File: src/hw/rtl/assert_macros.svh
// Assertion helpers for RTL that checks its own logic.
`ifndef ASSERT_MACROS_SVH
`define ASSERT_MACROS_SVH

// Checks a property on every rising edge of clk while reset is released.
`define ZFW_ASSERT(lbl, prop, msg) \
	lbl: assert property (@(posedge clk) disable iff (!arst_n) prop) else $error(msg);

// Checks that an expression is never true while reset is released.
`define ZFW_NEVER(lbl, expr, msg) \
	lbl: assert property (@(posedge clk) disable iff (!arst_n) !(expr)) else $error(msg);

`endif

File: src/hw/rtl/zfw_pkg.sv
// ----------------------------------------------------------------------------
// zfw_pkg
// Types, codes and constants of the forward-warp frame store.
// ----------------------------------------------------------------------------
package zfw_pkg;

	localparam int MAX_WIDTH_DEF = 512;
	localparam int MAX_HEIGHT_DEF = 256;
	localparam int COORD_FRAC_BITS_DEF = 4;

	localparam int ACT_W = 2;
	localparam int COORD_W = 16;
	localparam int COLOR_W = 24;
	localparam int DISP_W = 8;
	localparam int ROW_W = 8;
	localparam int COL_W = 9;
	localparam int CFG_IDX_W = 2;
	localparam int CFG_DATA_W = 10;
	localparam int FW_W = 10;
	localparam int FH_W = 9;
	localparam int PIX_W = COLOR_W + DISP_W;

	localparam int LANES = 4;
	localparam int SUM_W = 12;
	localparam int CNT_W = 4;
	localparam int NB_COUNT = 9;

	typedef enum logic [ACT_W-1:0] {
		ACT_CLEAR = 2'd0,
		ACT_SPLAT = 2'd1,
		ACT_READ = 2'd2
	} action_t;

	typedef enum logic [CFG_IDX_W-1:0] {
		REG_FILL = 2'd0,
		REG_WIDTH = 2'd1,
		REG_HEIGHT = 2'd2
	} reg_idx_t;

	typedef struct packed {
		logic [COLOR_W-1:0] color;
		logic [DISP_W-1:0] disp;
	} pix_t;

	typedef struct packed {
		logic [1:0] row;
		logic [1:0] col;
	} nb_t;

	function automatic nb_t nb_off(input logic [CNT_W-1:0] k);
		nb_t r;
		unique case (k)
			4'd0: r = '{row: 2'd0, col: 2'd0};
			4'd1: r = '{row: 2'd0, col: 2'd1};
			4'd2: r = '{row: 2'd0, col: 2'd2};
			4'd3: r = '{row: 2'd1, col: 2'd0};
			4'd4: r = '{row: 2'd1, col: 2'd1};
			4'd5: r = '{row: 2'd1, col: 2'd2};
			4'd6: r = '{row: 2'd2, col: 2'd0};
			4'd7: r = '{row: 2'd2, col: 2'd1};
			4'd8: r = '{row: 2'd2, col: 2'd2};
			default: r = '{row: 2'd1, col: 2'd1};
		endcase
		return r;
	endfunction

endpackage

File: src/hw/rtl/zfw_div.sv
// ----------------------------------------------------------------------------
// zfw_div
// Four-lane restoring divider, one quotient bit per cycle, shared divisor.
// ----------------------------------------------------------------------------
module zfw_div import zfw_pkg::*; (
	input logic clk,
	input logic arst_n,
	input logic start,
	input logic [CNT_W-1:0] divisor,
	input logic [LANES-1:0][SUM_W-1:0] num,
	output logic done,
	output logic [LANES-1:0][SUM_W-1:0] quot
);
	logic [LANES-1:0][SUM_W-1:0] num_q;
	logic [LANES-1:0][CNT_W-1:0] rem_q;
	logic [LANES-1:0][SUM_W-1:0] num_d;
	logic [LANES-1:0][CNT_W-1:0] rem_d;
	logic [CNT_W-1:0] div_q;
	logic [CNT_W-1:0] step_q;
	logic busy_q;
	logic done_q;

	always_comb begin
		logic [CNT_W:0] t;
		for (int i = 0; i < LANES; i++) begin
			t = {rem_q[i], num_q[i][SUM_W-1]};
			if (t >= {1'b0, div_q}) begin
				rem_d[i] = CNT_W'(t - {1'b0, div_q});
				num_d[i] = {num_q[i][SUM_W-2:0], 1'b1};
			end else begin
				rem_d[i] = t[CNT_W-1:0];
				num_d[i] = {num_q[i][SUM_W-2:0], 1'b0};
			end
		end
	end

	always_ff @(posedge clk or negedge arst_n) begin
		if (!arst_n) begin
			busy_q <= 1'b0;
			done_q <= 1'b0;
			step_q <= '0;
		end else if (start) begin
			busy_q <= 1'b1;
			done_q <= 1'b0;
			step_q <= '0;
		end else if (busy_q) begin
			step_q <= step_q + CNT_W'(1);
			if (step_q == CNT_W'(SUM_W - 1)) begin
				busy_q <= 1'b0;
				done_q <= 1'b1;
			end
		end else begin
			done_q <= 1'b0;
		end
	end

	always_ff @(posedge clk) begin
		if (start) begin
			num_q <= num;
			rem_q <= '0;
			div_q <= divisor;
		end else if (busy_q) begin
			num_q <= num_d;
			rem_q <= rem_d;
		end
	end

	assign done = done_q;
	assign quot = num_q;
endmodule

File: config.mk
export PLATFORM = sky130hd
export DESIGN_NAME = zfw_div
export DESIGN_NICKNAME = d
export VERILOG_FILES = /design/src/hw/rtl/assert_macros.svh /design/src/hw/rtl/zfw_pkg.sv /design/src/hw/rtl/zfw_div.sv
export SDC_FILE = /design/constraint.sdc
export NUM_CORES = 1
export LEC_CHECK = 0
export BUFFER_PORTS_ARGS = -buffer_cell sky130_fd_sc_hd__buf_2
export CAP_MARGIN = 20
export CORE_ASPECT_RATIO = 0.8
export CORE_MARGIN = 4
export CORE_UTILIZATION = 25
export DETAILED_ROUTE_END_ITERATION = 10
export GPL_ROUTABILITY_DRIVEN = 1
export PLACE_DENSITY = 0.48
export SYNTH_ARGS = -nofsm -noshare
export SYNTH_HDL_FRONTEND = slang
export SYNTH_SLANG_ARGS = --single-unit
File: constraint.sdc
create_clock -name clk -period 3.97 [get_ports clk]
set_clock_uncertainty 0.2 [all_clocks]
set_input_delay 0.794 -clock clk [delete_from_list [all_inputs] [get_ports clk]]
set_output_delay 0.794 -clock clk [all_outputs]
set_load 0.02 [all_outputs]
==> results of run 1 <==
-- worst max path at each step --
| stage | slack (ns) | endpoint | startpoint |
|---|---|---|---|
| 4_1_cts | 1.58 | rem_q[6] | div_q[1] |
| 2_1_floorplan | 1.39 | quot[0] | start |
| 5_1_grt | 1.43 | rem_q[9] | div_q[1] |
| 3_5_place_dp | 1.60 | rem_q[6] | div_q[1] |
| 3_3_place_gp | 1.65 | quot[12] | start |
| 6_report | 1.61 | rem_q[6] | div_q[1] |
-- per-layer routing --
metal | track usage, % | share of wire, % | vias up
met2 | 17.0 | 45 | 86
met1 | 14.4 | 47 | 1270
met4 | 1.78 | 0.98 | 0
li1 | - | - | 1317
met3 | 4.70 | 7.1 | 7
met5 | 0 | 0 | -
-- critical path, cell delays in order, from the launching register on --
cell and delay (ns):
edfxtp_1 0.41, inv_1 0.31, ha_1 0.33, nor2b_4 0.14, o31a_1 0.28, or3_1 0.32
a32o_1 0.26
-- power by group through the flow --
stage | Sequential (mW) | Combinational, mW | Clock [mW]
after floorplan | 1.21 | 0.628 | 0
after global placement | 1.14 | 0.966 | 0
after detailed placement | 1.14 | 0.964 | 0
after CTS | 1.12 | 0.969 | 0.829
after global routing | 1.14 | 1.08 | 0.870
final | 1.12 | 0.965 | 0.798
-- final cells by class --
type	instances	area, um2	area share [%]
flip-flops and latches	74	2030	42.5
clock inverters	6	57.6	1.20
inverters	18	67.6	1.41
repair buffers	108	553	11.6
multi-input cells	186	1610	33.7
clock buffers	10	229	4.79
well taps	184	230	4.81
-- sequential cells by signal, summed over array words and instances (netlist names) --
| register | cells |
|---|---|
| busy_q | 1 |
| rem_q | 16 |
| done | 1 |
| step_q | 4 |
| quot | 48 |
| div_q | 4 |
-- cell families (layout without fill, tap and decap cells) --
logic type	Yosys count	in the layout
buffers and inverters	28	142
and+or+nand+nor	55	55
adders and majority gates	21	21
DFF	74	74
muxes	45	45
xor gates and xnor gates	7	7
AOI/OAI and AO/OA	58	58
-- cell usage in the layout, fill, tap and decap left out, drive strengths merged, types with 5 or more instances in the layout --
cell,n
clkinv,5
xnor2,5
nand2b,5
clkbuf,10
a21oi,5
buf,108
nand2,5
dfxtp,16
edfxtp,52
ha,17
nor3,8
nor2,15
nand3,5
dfrtp,6
inv,18
mux2,44
o21ai,18
-- stage by stage --
step / hold WS, ns / area (um2) / std cells / total power, mW
after floorplan: 0.241 / 3760 / 288 / 1.83
after global placement: 0.260 / 4500 / 570 / 2.10
after detailed placement: 0.264 / 4500 / 570 / 2.10
after CTS: 0.0675 / 4780 / 586 / 2.92
after global routing: 0.0725 / 4780 / 586 / 3.10
final: 0.0808 / 4780 / 586 / 2.88
==> flow_summary_export.csv, run 1 <==
group,metric,value,unit
sta,max_clock_freq,0.424,GHz
synthesis,synth.area.top_cells,"edfxtp_1, mux2_2, dfxtp_1, ha_1, dfrtp_1",
pwr,netSwitchingFraction,33.0,%
route,route.detailed.drc,0,
synthesis,fraction_of_the_mapped_netlist_area_in_compound_gates,10.8,%
synthesis,synth-seq-area-share,54.0,%
pwr,power.net_switching,0.950,mW
pwr,sequentialPowerShare,38.8,%
synthesis,synthArstFlopShare,8.11,%
synthesis,ys_types,44,
worst_setup_path,worstSetupStartpointType,"flip-flop",
global_route,grt_antenna_before_repair,0,
finish,share_of_final_layout_standard_cells_stronger_than_drive_strength_1,44.0,%
clock_tree,clkTransAtPathRegs,0.06,ns
worst_setup_path,wp_data_required,3.99,ns
place,post-place-ws,1.60,ns
route,routed_via_density,4.57,
worst_setup_path,cp_data_arrival_time,2.38,ns
sta,final.period_utilization,59.4,%
synthesis,synthesis.area_per_instance,13.1,um2
route,wire_per_inst,15.5,um
die,die_area,17100,um2
sta,report.final.hold_viol_count,0,
synthesis,synthSimpleGateAreaFrac,9.22,%
clock_tree,cts_hold_buffers,0,
finish,nets,473,
route,detail_route.first_pass.iterations,4,
worst_setup_path,cp-end-kind,"flip-flop",
worst_setup_path,worst-path-max-fanout,7,
synthesis,netlist_instances,288,
worst_setup_path,timing.rr.end,"rem_q[6]",
sta,rsz0062_at_grt,"false",
place,place_hpwl,6700,um
die,design.portCount,104,
synthesis,synth.cell_area,3760,um2
pwr,p_per_area,603,nW/um2
pwr,internal_power,1.93,mW
global_route,first_pass_grt_wire_length,15000,um
clock_tree,cts-htree-levels,3,
sta,final.min_clock_period,2.36,ns
die,die_h,118,um
worst_hold_path,hold_path_class,"input pin to async pin",
synthesis,netlist_top_cells_count,"edfxtp_1, mux2_2, inv_1",
clock_tree,cts-root-buf,"clkbuf_16",
clock_tree,clk_latency,0.33,ns
route,drtAntennaViolNets,0,
finish,layout-area-overhead-vs-synth,27.2,%
die,die_width,145,um
sta,slew_headroom,61.9,%
clock_tree,cts_buffers,9,
run_status,status,"completed",
synthesis,ys_dominant_reg_cell,"edfxtp_1",
synthesis,synthMuxAreaShare,13.4,%
sta,timing_worst_slew_pin_value,0.571,ns
route,detail_route.wirelength,9090,um
synthesis,synth_top_family_by_area,"multiplexers",
global_route,grt_pass1_vias,2802,
clock_tree,tritoncts_clock_tree,"built",
sta,slew_viol_final,0,
finish,insertedDiodeCount,0,
synthesis,synth_area_in_adders,7.79,%
pwr,max_ir_drop_vdd,0.233,mV
sta,setup_viol_count_final,0,
sta,layout_setup_ws,1.61,ns
clock_tree,cts.repair_timing.setup_buffer_count,0,
global_route,globalRoute.totalOverflow,0,
synthesis,synth-edff-count,52,
synthesis,area_fraction_of_the_dominant_cell_type_after_synthesis,41.5,%
worst_setup_path,timing.rr.start,"div_q[1]",
global_route,track_usage,10.9,%
worst_setup_path,r2r_cells,6,
place,placement.io_buffers,103,
die,placementRows,39,
sta,timing.setup.tns,0,ns
pwr,clock_power_share,27.7,%
route,first_iter_violations,220,
synthesis,synth_top_area_cell,"edfxtp_1",
synthesis,synth.most_common_cell,"edfxtp_1",
clock_tree,clockBufferDepth,2,
finish,num-fill-cells,1454,
die,coreArea,14500,um2
worst_setup_path,internal_reg_to_reg_setup_slack,1.61,ns
place,final_weighted_congestion_of_routability_driven_global_placement,0.838,
clock_tree,tritoncts_num_sinks,74,
die,initial_core_util,25.9,%
synthesis,yosys_register_bits,74,
synthesis,yosys_warnings,0,
pwr,leakage,2.01,nW
global_route,grt_start_max_net_pins,48,
finish,final_core_utilization,33.0,%
clock_tree,post_cts_sizing,0,
worst_setup_path,critical_path_class,"flip-flop to flip-flop",
route,vias,2680,
synthesis,mappedNetlistNets,364,
pwr,p_comb_share,33.5,%
run,drv.max_cap_violation_count,0,
synthesis,post_synth_xor_area_fraction,1.63,%
(Power assumes the default switching activity.)
==> inputs of run 2 (changes only) <==
Clock period 3.97 ns to 2.3 ns, I/O delays scaled along.
==> run 2 against run 1 <==
Register-to-register slack got worse by 1.5 ns; combinational power up 79%; largest power group unchanged; global-route usage barely moved; critical endpoint is now rem_q[14]; largest cell class unchanged.
==> flow_summary_export.csv, run 2 (synthesis results as in run 1) <==
group,metric,value,unit
route,first_iter_violations,146,
clock_tree,cts-root-buf,"clkbuf_16",
worst_hold_path,hold_path_class,"input pin to flip-flop",
route,route.detailed.drc,0,
sta,layout_setup_ws,0.0829,ns
global_route,globalRoute.totalOverflow,0,
finish,insertedDiodeCount,0,
pwr,leakage,2.10,nW
die,design.portCount,104,
global_route,grt_start_max_net_pins,30,
sta,timing.hold.ws,0.101,ns
place,final_weighted_congestion_of_routability_driven_global_placement,0.817,
finish,number_of_flip_flops_in_the_largest_register,48,
pwr,clock_power_share,28.9,%
worst_setup_path,worst-path-max-fanout,7,
sta,final.min_clock_period,2.22,ns
pwr,power.net_switching,1.66,mW
clock_tree,clkTransAtPathRegs,0.06,ns
route,routed_via_density,4.48,
pwr,p_per_area,1040,nW/um2
place,post-place-ws,0.0260,ns
die,coreArea,14500,um2
sta,slew_viol_final,0,
die,initial_core_util,25.9,%
sta,slew_headroom,71.6,%
sta,timing.setup.tns,0,ns
place,dpl.cell_count,581,
finish,final_core_utilization,34.2,%
clock_tree,tritoncts_num_sinks,74,
run,drv.max_cap_violation_count,0,
worst_setup_path,wp_data_required,2.32,ns
route,vias,2698,
sta,timing_worst_slew_pin_value,0.423,ns
worst_setup_path,critical_path_class,"flip-flop to flip-flop",
place,placedInstanceArea,4600,um2
route,detail_route.wirelength,9230,um
route,detail_route.first_pass.iterations,4,
finish,layout_common_cells,"buf_2, edfxtp_1, mux2_2",
sta,report.final.hold_viol_count,0,
finish,layout-area-overhead-vs-synth,32.0,%
clock_tree,clk_latency,0.33,ns
worst_setup_path,critical_path.endpoint,"rem_q[14]",
die,die_h,118,um
finish,stdcell_count,602,
worst_setup_path,cp_data_arrival_time,2.24,ns
place,placement.io_buffers,103,
pwr,total_power,5.16,mW
pwr,max_ir_drop_vdd,0.382,mV
clock_tree,cts_buffers,9,
sta,rsz0062_at_grt,"false",
global_route,grt_antenna_before_repair,0,
pwr,p_comb_share,33.6,%
run_status,status,"completed",
worst_setup_path,worst_setup_path_startpoint,"div_q[1]",
pwr,sequentialPowerShare,37.5,%
worst_setup_path,cp-end-kind,"flip-flop",
die,placementRows,39,
clock_tree,tritoncts_clock_tree,"built",
route,wire_per_inst,15.3,um
die,die_width,145,um
finish,share_of_final_layout_standard_cells_stronger_than_drive_strength_1,46.4,%
clock_tree,cts-htree-levels,3,
sta,max_clock_freq,0.451,GHz
global_route,track_usage,10.9,%
die,die_area,17100,um2
route,drtAntennaViolNets,0,
worst_setup_path,timing.rr.start,"div_q[1]",
finish,finalInstanceArea,4960,um2
finish,nets,489,
worst_setup_path,internal_reg_to_reg_setup_slack,0.08,ns
pwr,netSwitchingFraction,32.2,%
sta,final.period_utilization,96.4,%
sta,setup_viol_count_final,0,
place,place_hpwl,7010,um
clock_tree,clockBufferDepth,2,
pwr,internal_power,3.50,mW
worst_setup_path,worstSetupStartpointType,"flip-flop",
global_route,first_pass_grt_wire_length,15100,um
worst_setup_path,timing.rr.end,"rem_q[14]",
finish,mostFrequentLayoutCell,"buf_2",
worst_setup_path,r2r_cells,6,
global_route,grt_pass1_vias,2865,
[run 2: worst max-delay path, stage by stage, from the launching register on]
cell and delay [ns]:
edfxtp_1 0.39, clkinvlp_4 0.19, ha_1 0.32, nor2b_1 0.17
o31a_1 0.25, or3_1 0.33, a32o_1 0.26
[run 2: worst min path at each step]
stage               startpoint        to  slack [ns]  cells past startpoint
floorplan               arst_n    busy_q       -0.04                      0
finish              divisor[3]  div_q[3]        0.10                      1
global placement        arst_n      done        0.09                      1
CTS                 divisor[3]  div_q[3]        0.09                      1
detailed placement      arst_n      done        0.09                      1
global route        divisor[3]  div_q[3]        0.09                      1
[run 2: what timing repair did]
| item | 4_1_cts | 5_1_grt |
|---|---|---|
| setup endpoints to repair | 0 | 15 |
| gates resized for setup | 0 | 2 |
| hold buffers | 1 | 0 |
| setup buffers | 0 | 4 |
| endpoints found under the hold margin | 6 | 0 |
[run 2: final cells by class]
class                   instances  area, um2
clock buffers                  10        229
inverters                      18       71.3
flip-flops and latches         74       2030
well taps                     184        230
repair buffers                124        701
multi-input cells             186       1620
fillers                      1444       9530
clock inverters                 6       81.3
[run 2: power by group through the flow]
stage | Clock [mW] | Sequential (mW) | Combinational [mW]
3_3_place_gp | 0 | 1.96 | 1.71
3_5_place_dp | 0 | 1.96 | 1.71
4_1_cts | 1.53 | 1.94 | 1.72
6_report | 1.49 | 1.94 | 1.73
2_1_floorplan | 0 | 2.08 | 1.08
5_1_grt | 1.60 | 1.97 | 1.93
[run 2: routing by layer]
metal / GRT usage, % / part of all wire (%) / vias up
li1: - / - / 1352
met1: 14.1 / 46 / 1265
met2: 17.4 / 46 / 73
met3: 4.16 / 6.8 / 8
met4: 2.31 / 0.77 / 0
met5: 0 / 0 / -
==> inputs of run 3 (changes only) <==
Settings changed: ABC_AREA from default to 1.
==> run 3 against run 2 <==
Cell area decreased by 2.8%; power fell by 3.6%; flip-flop and latch count stayed put; wire length up 3.9%; sequential power shrank 4%; core utilization fell by 0.98 points; synthesized cell count is 48% higher; worst hold slack got worse by 0.0061 ns; global-route usage grew 0.56 points.
==> flow_summary_export.csv, run 3 <==
group,metric,value,unit
clock_tree,cts-htree-levels,3,
sta,report.final.hold_viol_count,0,
sta,timing.setup.tns,0,ns
finish,layout_common_cells,"nand2_1, buf_2, edfxtp_1",
sta,rsz0062_at_grt,"false",
route,route.detailed.drc,0,
clock_tree,cts_buffers,9,
die,placementRows,39,
die,design.portCount,104,
clock_tree,clockBufferDepth,2,
global_route,grt_start_max_net_pins,31,
route,routed_via_density,4.25,
route,detail_route.first_pass.iterations,4,
run_status,status,"completed",
sta,final.min_clock_period,1.87,ns
sta,timing_worst_slew_pin_value,0.345,ns
clock_tree,clkTransAtPathRegs,0.06,ns
worst_setup_path,worstSetupStartpointType,"flip-flop",
global_route,first_pass_grt_wire_length,15800,um
place,post-place-ws,0.413,ns
finish,insertedDiodeCount,0,
synthesis,synth_top_area_cell,"edfxtp_1",
synthesis,yosys_register_bits,74,
route,detail_route.wirelength,9590,um
sta,slew_headroom,77.0,%
worst_hold_path,hold_path_class,"input pin to flip-flop",
worst_setup_path,worst-path-max-fanout,7,
synthesis,netlist_top_cells_count,"nand2_1, edfxtp_1, nand3_1",
synthesis,netlist_instances,426,
place,place_hpwl,7060,um
pwr,p_per_area,1030,nW/um2
global_route,track_usage,11.4,%
route,first_iter_violations,122,
finish,number_of_flip_flops_in_the_largest_register,48,
route,drtAntennaViolNets,0,
worst_setup_path,critical_path_class,"flip-flop to flip-flop",
sta,setup_viol_count_final,0,
synthesis,synth.area.top_cells,"edfxtp_1, nand2_1, dfxtp_1, ha_1, nand3_1",
clock_tree,tritoncts_clock_tree,"built",
finish,share_of_final_layout_standard_cells_stronger_than_drive_strength_1,26.2,%
place,final_weighted_congestion_of_routability_driven_global_placement,0.827,
synthesis,mappedNetlistNets,502,
die,die_h,118,um
route,vias,3070,
finish,nets,609,
worst_setup_path,cp-end-kind,"flip-flop",
die,die_width,145,um
route,wire_per_inst,13.3,um
worst_setup_path,cp_data_arrival_time,1.75,ns
synthesis,synth-edff-count,52,
finish,ff_latch_area,2030,um2
die,die_area,17100,um2
global_route,grt_pass1_vias,3173,
global_route,grt_antenna_before_repair,0,
synthesis,ys_types,26,
worst_setup_path,ordered_list_of_cells_on_the_worst_path,"inv_1 > ha_1 > nand3_1 > nand2_1 > nand2_2 > a31oi_1",
synthesis,synthArstFlopShare,8.11,%
global_route,globalRoute.totalOverflow,0,
synthesis,ys_dominant_reg_cell,"edfxtp_1",
die,coreArea,14500,um2
synthesis,synth.cell_area,3760,um2
worst_setup_path,wp_data_required,2.18,ns
worst_setup_path,cp_slowest_stage_delay,0.41,ns
finish,num-fill-cells,1500,
synthesis,synthesis.area_per_instance,8.83,um2
run,drv.max_cap_violation_count,0,
place,placement.io_buffers,103,
synthesis,area_fraction_of_the_dominant_cell_type_after_synthesis,41.5,%
sta,max_clock_freq,0.534,GHz
clock_tree,tritoncts_num_sinks,74,
clock_tree,cts.repair_timing.setup_buffer_count,0,
sta,final.period_utilization,81.4,%
pwr,max_ir_drop_vdd,0.411,mV
finish,multi_input_area,1530,um2
die,initial_core_util,26.0,%
pwr,leakage,2.42,nW
synthesis,yosys_warnings,0,
sta,layout_setup_ws,0.427,ns
clock_tree,clk_latency,0.34,ns
finish,mostFrequentLayoutCell,"nand2_1",
finish,layout-area-overhead-vs-synth,28.1,%
synthesis,synth.most_common_cell,"nand2_1",
clock_tree,cts-root-buf,"clkbuf_16",
synthesis,synth-seq-area-share,54.0,%
worst_setup_path,cpMaxStageDelayCell,"edfxtp_1",
sta,slew_viol_final,0,
[run 3: cell types whose count changed after synthesis, moves of 6 or more]
| cell | change |
|---|---|
| nor3_1 | -7 |
| inv_1 | +10 |
| o21ai_0 | -9 |
| nand3_1 | +28 |
| o21ai_1 | -7 |
| nand2_1 | +193 |
| a21oi_1 | +6 |
| nand2_2 | +8 |
| mux2_2 | -44 |
[run 3: what timing repair did]
item,4_1_cts,5_1_grt
hold buffers,1,0
endpoints found under the hold margin,6,0
gates resized for setup,0,0
[run 3: cell type report]
type / instances / area share (%)
multi-input cells: 308 / 31.7
well taps: 184 / 4.78
clock buffers: 10 / 4.96
flip-flops and latches: 74 / 42.1
repair buffers: 110 / 12.1
clock inverters: 6 / 1.84
inverters: 30 / 2.47
[run 3: per-stage QoR]
step,cells,util (%),power [mW],cell area (um2),hold slack (ns)
after detailed placement,705,30.9,3.46,4480,0.0919
after global placement,705,30.9,3.43,4480,0.0892
after floorplan,426,-,3.04,3770,-0.0356
after global routing,722,33.3,5.35,4820,0.0751
final,722,33.3,4.98,4820,0.0947
after CTS,722,33.3,5.02,4820,0.0810
[run 3: worst paths after layout]
kind | from | endpoint | slack (ns) | cells past startpoint
setup / recovery | div_q[1] | quot[0] | 0.43 | 6
hold / removal | divisor[0] | div_q[0] | 0.09 | 1
setup reg to reg | div_q[1] | quot[0] | 0.43 | 6
hold reg to reg | rem_q[3] | rem_q[3] | 0.26 | 2
max in group asynchronous | arst_n | step_q[3] | 1.50 | 2
min in group asynchronous | arst_n | step_q[0] | 0.26 | 2
[run 3: where the power goes]
part	switching [mW]	leakage (nW)	internal [mW]
clock	0.561	0.155	0.981
combinational	0.948	1.49	0.613
sequential	0.176	0.773	1.70
[run 3: critical path, delay by kind of cell (launching register included)]
| kind | cells | cell delay, ns |
|---|---|---|
| DFF | 1 | 0.41 |
| and+or+nand+nor | 3 | 0.33 |
| adders and majority gates | 1 | 0.31 |
| buffers and inverters | 1 | 0.28 |
| AOI/OAI and AO/OA | 1 | 0.09 |
[run 3: metal layers]
layer	up-vias	share of wire, %	track usage [%]
met2	89	40	16.6
met4	0	0.91	3.20
li1	1598	-	-
met1	1374	52	16.0
met5	-	0	0
met3	9	6.5	4.23
[run 3: cells by family (layout without fill, tap and decap cells)]
| group | count (synthesis) | count (layout) | share of synthesized area (%) |
|---|---|---|---|
| flops | 74 | 74 | 54.0 |
| simple gates | 262 | 262 | 28.4 |
| xor+xnor | 4 | 4 | 0.931 |
| buf+inv | 44 | 156 | 5.35 |
| compound gates | 21 | 21 | 3.49 |
| fa+ha+maj | 21 | 21 | 7.78 |
